### config.mk
export PLATFORM = sky130hd
export DESIGN_NAME = idft2d_ctrl
export DESIGN_NICKNAME = d
export VERILOG_FILES = /design/src/sv/idft2d_pkg.sv /design/src/sv/idft2d_ctrl.sv
export SDC_FILE = /design/constraint.sdc
export NUM_CORES = 1
export LEC_CHECK = 0
export ABC_AREA = 1
export BUFFER_PORTS_ARGS = -buffer_cell sky130_fd_sc_hd__clkbuf_2
export CORE_AREA = 4 4 41 43
export CTS_BUF_LIST = sky130_fd_sc_hd__clkbuf_8
export DETAILED_ROUTE_END_ITERATION = 12
export DIE_AREA = 0 0 45 47
export MAX_ROUTING_LAYER = met4
export SETUP_SLACK_MARGIN = 0.3
export SYNTH_ARGS = -nofsm -noshare
export SYNTH_HDL_FRONTEND = slang
export SYNTH_SLANG_ARGS = --single-unit
### constraint.sdc
create_clock -name clk -period 2.1 [get_ports clk]
set_input_delay 0.105 -clock clk [delete_from_list [all_inputs] [get_ports clk]]
set_output_delay 0.105 -clock clk [all_outputs]
set_load 0.005 [all_outputs]
### src/sv/idft2d_pkg.sv
// shared constants, types and helpers of the 2d inverse dft block
package idft2d_pkg;

  // grid geometry
  localparam int GRID_LOG2  = 4;
  localparam int GRID_SIZE  = 1 << GRID_LOG2;
  localparam int ADDR_W     = 2 * GRID_LOG2;
  localparam int GRID_AREA  = GRID_SIZE * GRID_SIZE;
  localparam logic [ADDR_W-1:0] ADDR_LAST = ADDR_W'(GRID_AREA - 1);
  localparam logic [GRID_LOG2-1:0] COL_LAST = GRID_LOG2'(GRID_SIZE - 1);

  // datapath widths
  localparam int SAMPLE_W   = 16;
  localparam int TW_W       = 16;
  localparam int PROD_W     = SAMPLE_W + TW_W;
  localparam int SUM_W      = PROD_W + 1;
  localparam int ACC_W      = 48;
  localparam int OUT_W      = 16;
  localparam int NORM_SHIFT = 2 * GRID_LOG2;
  localparam int Q_W        = ACC_W - NORM_SHIFT + 1;

  // opcodes of an input item
  localparam logic OP_LOAD    = 1'b0;
  localparam logic OP_COMPUTE = 1'b1;

  // last value of the drain counter before the normalize step
  localparam logic [1:0] DRAIN_LAST = 2'd2;

  typedef logic signed [TW_W-1:0] tw_t;

  // q1.15 twiddle table, entry k = cos/sin(2*pi*k/16)
  localparam tw_t TW_COS [GRID_SIZE] = '{
    16'sd32767,  16'sd30274,  16'sd23170,  16'sd12540,
    16'sd0,     -16'sd12540, -16'sd23170, -16'sd30274,
    -16'sd32768, -16'sd30274, -16'sd23170, -16'sd12540,
    16'sd0,      16'sd12540,  16'sd23170,  16'sd30274
  };
  localparam tw_t TW_SIN [GRID_SIZE] = '{
    16'sd0,      16'sd12540,  16'sd23170,  16'sd30274,
    16'sd32767,  16'sd30274,  16'sd23170,  16'sd12540,
    16'sd0,     -16'sd12540, -16'sd23170, -16'sd30274,
    -16'sd32768, -16'sd30274, -16'sd23170, -16'sd12540
  };

  // controller states
  typedef enum logic [1:0] {
    ST_IDLE,
    ST_RUN,
    ST_DRAIN,
    ST_NORM
  } state_t;

  // controller to datapath commands
  typedef struct packed {
    logic mem_we;
    logic latch;
    logic issue;
    logic load_out;
  } dp_cmd_t;

  // datapath to controller status
  typedef struct packed {
    logic last_issue;
  } dp_sts_t;

  // divide by grid area with round half up, then saturate to 16 bits
  function automatic logic signed [OUT_W-1:0] norm_sat(input logic signed [ACC_W-1:0] acc);
    logic signed [ACC_W:0]   biased;
    logic signed [ACC_W:0]   shifted;
    logic signed [Q_W-1:0]   q;
    logic signed [Q_W-1:0]   sat_max;
    logic signed [Q_W-1:0]   sat_min;
    logic signed [OUT_W-1:0] res;
    sat_max = Q_W'(2 ** (OUT_W - 1) - 1);
    sat_min = -(Q_W'(2 ** (OUT_W - 1)));
    biased  = $signed({acc[ACC_W-1], acc}) + $signed((ACC_W + 1)'(1 << (NORM_SHIFT - 1)));
    shifted = biased >>> NORM_SHIFT;
    q       = shifted[Q_W-1:0];
    if (q > sat_max) begin
      res = sat_max[OUT_W-1:0];
    end else if (q < sat_min) begin
      res = sat_min[OUT_W-1:0];
    end else begin
      res = q[OUT_W-1:0];
    end
    return res;
  endfunction

endpackage

### src/sv/idft2d_ctrl.sv
// controller state machine sequencing loads and grid sweeps
module idft2d_ctrl (
  input  logic               clk,
  input  logic               rst_n,
  input  logic               start,
  input  logic               in_opcode,
  input  idft2d_pkg::dp_sts_t sts,
  output idft2d_pkg::dp_cmd_t cmd,
  output logic               busy,
  output logic               out_valid
);
  import idft2d_pkg::*;

  state_t     state_r, state_nxt;
  logic [1:0] drain_r, drain_nxt;
  logic       out_valid_r, out_valid_nxt;

  // state and counters
  always_ff @(posedge clk) begin
    if (!rst_n) begin
      state_r     <= ST_IDLE;
      drain_r     <= '0;
      out_valid_r <= 1'b0;
    end else begin
      state_r     <= state_nxt;
      drain_r     <= drain_nxt;
      out_valid_r <= out_valid_nxt;
    end
  end

  // next state and commands
  always_comb begin
    state_nxt     = state_r;
    drain_nxt     = drain_r;
    out_valid_nxt = 1'b0;
    cmd           = '0;
    unique case (state_r)
      ST_IDLE: begin
        if (start) begin
          if (in_opcode == OP_LOAD) begin
            cmd.mem_we = 1'b1;
          end else begin
            cmd.latch = 1'b1;
            state_nxt = ST_RUN;
          end
        end
      end
      ST_RUN: begin
        cmd.issue = 1'b1;
        if (sts.last_issue) begin
          drain_nxt = '0;
          state_nxt = ST_DRAIN;
        end
      end
      ST_DRAIN: begin
        drain_nxt = drain_r + 2'd1;
        if (drain_r == DRAIN_LAST) begin
          state_nxt = ST_NORM;
        end
      end
      ST_NORM: begin
        cmd.load_out  = 1'b1;
        out_valid_nxt = 1'b1;
        state_nxt     = ST_IDLE;
      end
      default: begin
        state_nxt = ST_IDLE;
      end
    endcase
  end

  assign busy      = (state_r != ST_IDLE);
  assign out_valid = out_valid_r;

endmodule

[Word-level counts from Yosys, hierarchy flattened]
Cells that the tools add are included.
Widths: inputs -> output; s select.
Cells by class
  add/sub/neg operators: 1
  multipliers: 0
  divide/modulo/power cells: 0
  $lt $le $gt $ge: 0
  equal/unequal tests: 8
  shift operators: 0
  muxes and demuxes: 13
  bitwise logic cells: 0
  reductions and logical operators: 5
Operators by type and width (count)
  $mux 2: 7
  $ne 2x2->1 const B: 4
  $pmux 2 s4: 1
  $eq 2x2->1 const B: 3
  $mux 1: 4
  $pmux 2 s2: 1
  $reduce_and 4->1: 1
  $reduce_bool 2->1: 2
  $add 2x1->2 const B: 1
  $eq 2x1->1 const B: 1
  $logic_not 2->1: 1
  $reduce_and 2->1: 1
Storage, ports and cells
  flip-flop bits (word level): 5
  bits in latches: 0
  memory bits (writable): 0
  ROM bits: 0
  input bits: 5
  output and inout port bits: 6
  logic and storage cells: 30
  memories kept: 0

[Depth between registers and ports, before layout]
Gate-level depths: netlist of the first run.
  depth in word-level cells: 3
  mapped depth: 8
  mapped depth without buffers: 8

[Worst setup path after synthesis of the first run]
No wires, ideal clock.
  path type: register to register
  start: register state_r[1]
  end: register drain_r[0]
  library setup time: 0.116 ns
  arrival time: 0.960 ns
  data required time: 1.984 ns
  setup slack: 1.024 ns
  cell stages (with the launch flop): 7
  buffers on the path: 0
  period minus slack after synthesis: 1.076 ns
  cells stage by stage: dfxtp_1 inv_1 ha_1 nand2_1 o21ai_0 nor2_1 nor2_1
Between the ends
  longest elaborated chain between the ends: 3
  elaborated cells between the ends (all ways): 6
  classes of those cells: 3 x eq/ne; 1 x mux; 2 x reduce/logical
Ends and longest elaborated chain
  from (decl): RTL line idft2d_ctrl.sv:14  | state_t state_r, state_nxt;
  from (signal assigned): RTL line idft2d_ctrl.sv:25  | state_r <= state_nxt;
  $eq 2x1->1 or $eq 2x2->1 (tied branches): RTL line idft2d_ctrl.sv:37  | unique case (state_r)
  $ne 2x2->1 (no source line) or $reduce_bool 2->1 (tied branches)
  $reduce_and 2->1 (no source line)
  to (signal assigned): RTL line idft2d_ctrl.sv:26  | drain_r <= drain_nxt;
  to (decl): RTL line idft2d_ctrl.sv:15  | logic [1:0] drain_r, drain_nxt;
Several ways; a longest one is shown, not always the timed one.
A chain may end at the register's enable or synchronous reset.

==> results of run 1 <==
-- layer usage --
metal / share of wire / wire [µm] / global-route usage
met5: 0 / 0 / -
met1: 0.54 / 310 / 0.08904
met3: 0.11 / 61 / 0.02682
met2: 0.33 / 189 / 0.09887
met4: 0.024 / 14 / 0.05263
-- worst max-delay path, cell delays in order (launching register included) --
cell and delay [ns]:
dfxtp_1 0.35, inv_1 0.09, ha_1 0.23, inv_1 0.09, nor2_1 0.05, clkbuf_2 0.10
-- cell usage after synthesis, drive strengths merged --
cell    count
nor2        5
o21ai       2
inv        11
a21oi       2
buf         1
dfxtp       5
nand3       2
nand4       1
nand2      11
a21boi      1
ha          5
-- cell families (layout without fill, tap and decap cells) --
group / count (synthesis) / in the layout / share of synthesized area
buffers and inverters: 12 / 25 / 0.1548
and+or+nand+nor: 19 / 19 / 0.2421
DFF: 5 / 5 / 0.3175
adders and majority gates: 5 / 5 / 0.1984
AOI/OAI and AO/OA: 5 / 5 / 0.08731
-- through the flow --
step | power [W] | hold WS, ns | instances | util | instance area (µm²)
5_1_grt | 0.0006142 | 0.1760 | 74 | 0.3240 | 421.7
2_1_floorplan | 0.0003149 | 0.1985 | 46 | - | 315.3
6_report | 0.0005483 | 0.1428 | 74 | 0.3240 | 421.7
3_5_place_dp | 0.0003848 | 0.3747 | 70 | 0.2894 | 376.6
3_3_place_gp | 0.0003799 | 0.3717 | 70 | 0.2894 | 376.6
4_1_cts | 0.0005594 | 0.1482 | 74 | 0.3240 | 421.7
-- flip-flops by register name, summed over array words and instances (netlist names) --
signal,flops
drain_r,2
out_valid,1
state_r,2
-- power by group through the flow --
stage | Clock (W) | Sequential (W) | Combinational, W
floorplan | 0 | 0.000137 | 0.000178
global placement | 0 | 0.000139 | 0.000241
detailed placement | 0 | 0.000141 | 0.000244
CTS | 0.000175 | 0.000140 | 0.000245
global route | 0.000182 | 0.000142 | 0.000290
finish | 0.000169 | 0.000139 | 0.000241
-- cell type report --
type / count / area share
repair buffers: 10 / 0.1187
clock buffers: 3 / 0.09792
multi-input cells: 29 / 0.3947
well taps: 15 / 0.04451
clock inverters: 1 / 0.008902
inverters: 11 / 0.09792
flip-flops and latches: 5 / 0.2374
-- worst max-delay path by stage --
stage,endpoint,slack [ns],depth (start not counted)
2_1_floorplan,drain_r[0],1.02,6
3_3_place_gp,drain_r[0],0.92,6
3_5_place_dp,drain_r[0],0.93,6
4_1_cts,cmd[2],0.85,5
5_1_grt,cmd[2],0.74,5
6_report,cmd[2],0.86,5
-- layout by cell type (no fill, tap or decap), drive strengths merged --
cell type / n
clkbuf: 13
inv: 12
a21boi: 1
nand4: 1
ha: 5
a21oi: 2
dfxtp: 5
o21ai: 2
nor2: 5
nand2: 11
nand3: 2
==> results.json, run 1 <==
{
  "worstSetupEndpointType": "output pin",
  "path_clk_slew_ns": 0.03,
  "insertion_delay_ns": 0.22,
  "setup_ws_ns": 0.8576,
  "grt_pass1_wl_um": 1069,
  "postCtsSetupBuffers": 0,
  "htree_levels": 1,
  "routabilityCongestion": 0.6551,
  "io_buffers": 10,
  "grt_pass1_vias": 284,
  "grt_usage": 0.07353,
  "wl_um": 575,
  "powerDensity_nw_per_um2": 1300,
  "seqPwrFrac": 0.253,
  "row_count": 13,
  "drtPass1Iterations": 2,
  "post_cts_resized": 0,
  "antenna_found_initial": 0,
  "setup_tns_ns": 0,
  "cp-start-kind": "flip-flop",
  "synthTopCellsByArea": "dfxtp_1 32%, ha_1 20%, inv_1 13%",
  "dieHeight_um": 47,
  "crit_arrival_ns": 1.14,
  "die-area_um2": 2115,
  "reg2regPathDepth": 5,
  "startpoint": "state_r[0]",
  "fin_skew_ns": 0.0004936,
  "synth.top_cell.area_share": 0.3175,
  "critPathKind": "flip-flop to output pin",
  "cts.sinks": 5,
  "hp-start": "rst_n",
  "hold_violations": 0,
  "netSwitchingFraction": 0.3702,
  "vdd_drop_max_mv": 0.5116,
  "regToRegSetupSlack_ns": 0.94,
  "coreArea_um2": 1301,
  "fillerInstances": 147,
  "drc": 0,
  "die_w_um": 45,
  "dpl_worst_slack_ns": 0.9312,
  "fin_crit_sh": 0.5916,
  "synth_cells": 46,
  "cap_viol_max_count": 0,
  "required_ns": 2.00,
  "drtIter0Drc": 1,
  "holdPathStages": 3,
  "fmax_ghz": 0.8049,
  "syn_avg_cell_area_um2": 6.854,
  "vias": 284,
  "timing.rr.start": "state_r[0]",
  "initial_core_util": 0.2423,
  "drive_above_1_share": 0.2203,
  "cts_made_buffers": 3,
  "holdBufCountCts": 0,
  "status": "finished clean",
  "yosysSeqAreaShare": 0.3175,
  "cts_tree": "yes",
  "power_switching_w": 0.0002030,
  "synth_area_leader_cell": "dfxtp_1",
  "avgRoutedWirePerCell_um": 7.770,
  "min_to": "out_valid",
  "min_path_type": "input port to flip-flop",
  "clk_path_buf_depth": 2,
  "synthDistinctLibCells": 11,
  "p_leak_nw": 0.2469,
  "yosysWarningCount": 0,
  "grt_max_degree": 6,
  "p_clk_frac": 0.308,
  "vias_per_cell": 3.838,
  "rsz0062_at_grt": "no",
  "finalMaxSlewViolations": 0,
  "final_nets": 70,
  "route.antenna.remaining_nets": 0,
  "num_antenna_cells": 0,
  "period_needed_ns": 1.242,
  "grt_overflow": 0,
  "ys_ff_latch": 5,
  "tightest_slew_ns": 0.2190,
  "syn_nets": 56,
  "syn2layout_area_growth_pct": 33.73,
  "comb_power_share": 0.439,
  "worstReg2RegEnd": "drain_r[1]",
  "dp_hpwl_um": 502.2,
  "num_io_pins": 11,
  "p_int_w": 0.0003453,
  "slew-limit-headroom": 0.8525,
  "finalSetupViolCount": 0,
  "syn-cell-area_um2": 315.3,
  "cts_root_buf": "clkbuf_8",
  "worstPathMaxFanout": 3,
  "multi_input_area_um2": 166.4,
  "seq_area_um2": 100.1
}
Note: power is estimated with default switching activity, not from simulation.
==> run 2: changes to the inputs <==
clock period = 1 ns   (was 2.1 ns; I/O delays follow)
==> run 2 against run 1 <==
The run now ends with negative setup slack left; worst hold slack worse by 0.061 ns; clock-buffer cell count unchanged; design area rose by 31%; critical endpoint is now cmd[3]; largest cell class unchanged.
==> results.json, run 2 (synthesized netlist as in run 1, its figures left out) <==
{
  "status": "finished, violations left",
  "failed_checks": "negative setup slack",
  "finalMaxSlewViolations": 0,
  "layout_commonest_cell": "nand2_1",
  "drc": 0,
  "finalSetupViolCount": 8,
  "drive_above_1_share": 0.5410,
  "grt_pass1_vias": 305,
  "grt_overflow": 0,
  "vdd_drop_max_mv": 1.412,
  "die-area_um2": 2115,
  "cts_root_buf": "clkbuf_8",
  "p_int_w": 0.001013,
  "num_antenna_cells": 0,
  "route.antenna.remaining_nets": 0,
  "coreArea_um2": 1301,
  "routabilityCongestion": 0.7625,
  "crit_arrival_ns": 1.03,
  "grt_max_degree": 6,
  "drtPass1Iterations": 2,
  "final_nets": 72,
  "setup_ws_ns": -0.07871,
  "period_needed_ns": 1.079,
  "hold_violations": 0,
  "crit_chain": "inv_4 -> ha_4 -> nand2_1 -> nor2_1 -> buf_2",
  "hold_slack_ns": 0.08176,
  "netSwitchingFraction": 0.3778,
  "initial_core_util": 0.2423,
  "clk_path_buf_depth": 2,
  "path_clk_slew_ns": 0.04,
  "fmax_ghz": 0.9270,
  "regToRegSetupSlack_ns": -0.03,
  "worstPathMaxFanout": 3,
  "final_cell_mix": "9 x nand2_1, 7 x inv_1, 6 x clkbuf_2",
  "dieHeight_um": 47,
  "grt_pass1_wl_um": 1110,
  "comb_power_share": 0.565,
  "seqPwrFrac": 0.210,
  "cts.sinks": 5,
  "cp_slowest_stage_delay_ns": 0.35,
  "worstReg2RegEnd": "drain_r[1]",
  "avgRoutedWirePerCell_um": 9.132,
  "vias_per_cell": 4.250,
  "num_io_pins": 11,
  "cp-start-kind": "flip-flop",
  "wl_um": 694,
  "drtIter0Drc": 3,
  "die_w_um": 45,
  "tightest_slew_ns": 0.1347,
  "power_switching_w": 0.0006150,
  "cts_made_buffers": 3,
  "powerDensity_nw_per_um2": 2950,
  "antenna_found_initial": 0,
  "io_buffers": 10,
  "htree_levels": 1,
  "row_count": 13,
  "slew-limit-headroom": 0.9102,
  "holdPathStages": 3,
  "rsz0062_at_grt": "yes",
  "p_leak_nw": 0.2781,
  "fin_skew_ns": 0.002612,
  "vias": 323,
  "required_ns": 0.95,
  "power_w": 0.001628,
  "dp_hpwl_um": 534.8,
  "grt_usage": 0.07987,
  "cts_tree": "yes",
  "min_to": "out_valid",
  "insertion_delay_ns": 0.22,
  "reg2regPathDepth": 6,
  "hp-start": "rst_n",
  "holdBufCountCts": 0,
  "final_util": 0.4240,
  "worstSetupEndpointType": "output pin",
  "cp_slowest_cell": "dfxtp_4",
  "timing.rr.start": "state_r[1]",
  "syn2layout_area_growth_pct": 75.00,
  "dpl_worst_slack_ns": -0.02550,
  "cap_viol_max_count": 0,
  "min_path_type": "input port to flip-flop",
  "critPathKind": "flip-flop to output pin",
  "p_clk_frac": 0.225,
  "fin_crit_sh": 1.079
}
run 2: changes by cell type in the layout (fill, tap and decap cells not counted), sizes merged:
cell	delta
buf	+6
clkbuf	-4
run 2: critical path: cells and delay by family (launching register included):
kind                       cells  cell delay [ns]
DFF                            1             0.35
buffers and inverters          2             0.19
adders and majority gates      1             0.15
and+or+nand+nor                2             0.12
run 2: metal layers:
metal	track usage	wire length (µm)
met5	-	0
met4	0.05263	13
met3	0.03448	26
met2	0.1384	392
met1	0.07029	262
run 2: area by class of cell:
type	count	area, µm²
well taps	15	18.77
multi-input cells	29	241.5
clock buffers	3	41.29
fillers	146	749.5
repair buffers	12	90.09
flip-flops and latches	5	107.6
inverters	11	48.80
clock inverters	1	3.754
run 2: metrics by stage:
| step | setup TNS [ns] | instances | cell area, µm² |
|---|---|---|---|
| final | -0.2496 | 76 | 551.8 |
| after global placement | -0.02691 | 70 | 455.4 |
| after CTS | -0.3207 | 75 | 531.8 |
| after global routing | -0.6847 | 76 | 551.8 |
| after detailed placement | -0.03134 | 70 | 455.4 |
| after floorplan | 0 | 46 | 394.1 |
run 2: worst max-delay path by stage:
stage               slack (ns)         end        from  depth (start not counted)
detailed placement       -0.03  drain_r[1]  state_r[0]                          5
finish                   -0.08      cmd[3]  state_r[1]                          5
CTS                       -0.1      cmd[3]  state_r[1]                          5
global route             -0.13  state_r[1]  state_r[1]                          7
global placement         -0.02  state_r[1]  state_r[0]                          7
floorplan                 0.06  drain_r[1]  state_r[1]                          6
run 2: power by group through the flow:
stage	clock (W)	combinational, W	sequential [W]
floorplan	0	0.000594	0.000340
detailed placement	0	0.000742	0.000350
CTS	0.000371	0.000856	0.000343
finish	0.000366	0.000920	0.000342
global route	0.000395	0.00103	0.000347
global placement	0	0.000741	0.000347
run 2: what timing repair did:
item                                   in CTS  in global routing
resized for setup                           3                  4
setup endpoints to repair                  10                 11
pin swaps                                   9                  0
setup buffers                               1                  1
cloned                                      0                  0
endpoints found under the hold margin       0                  0
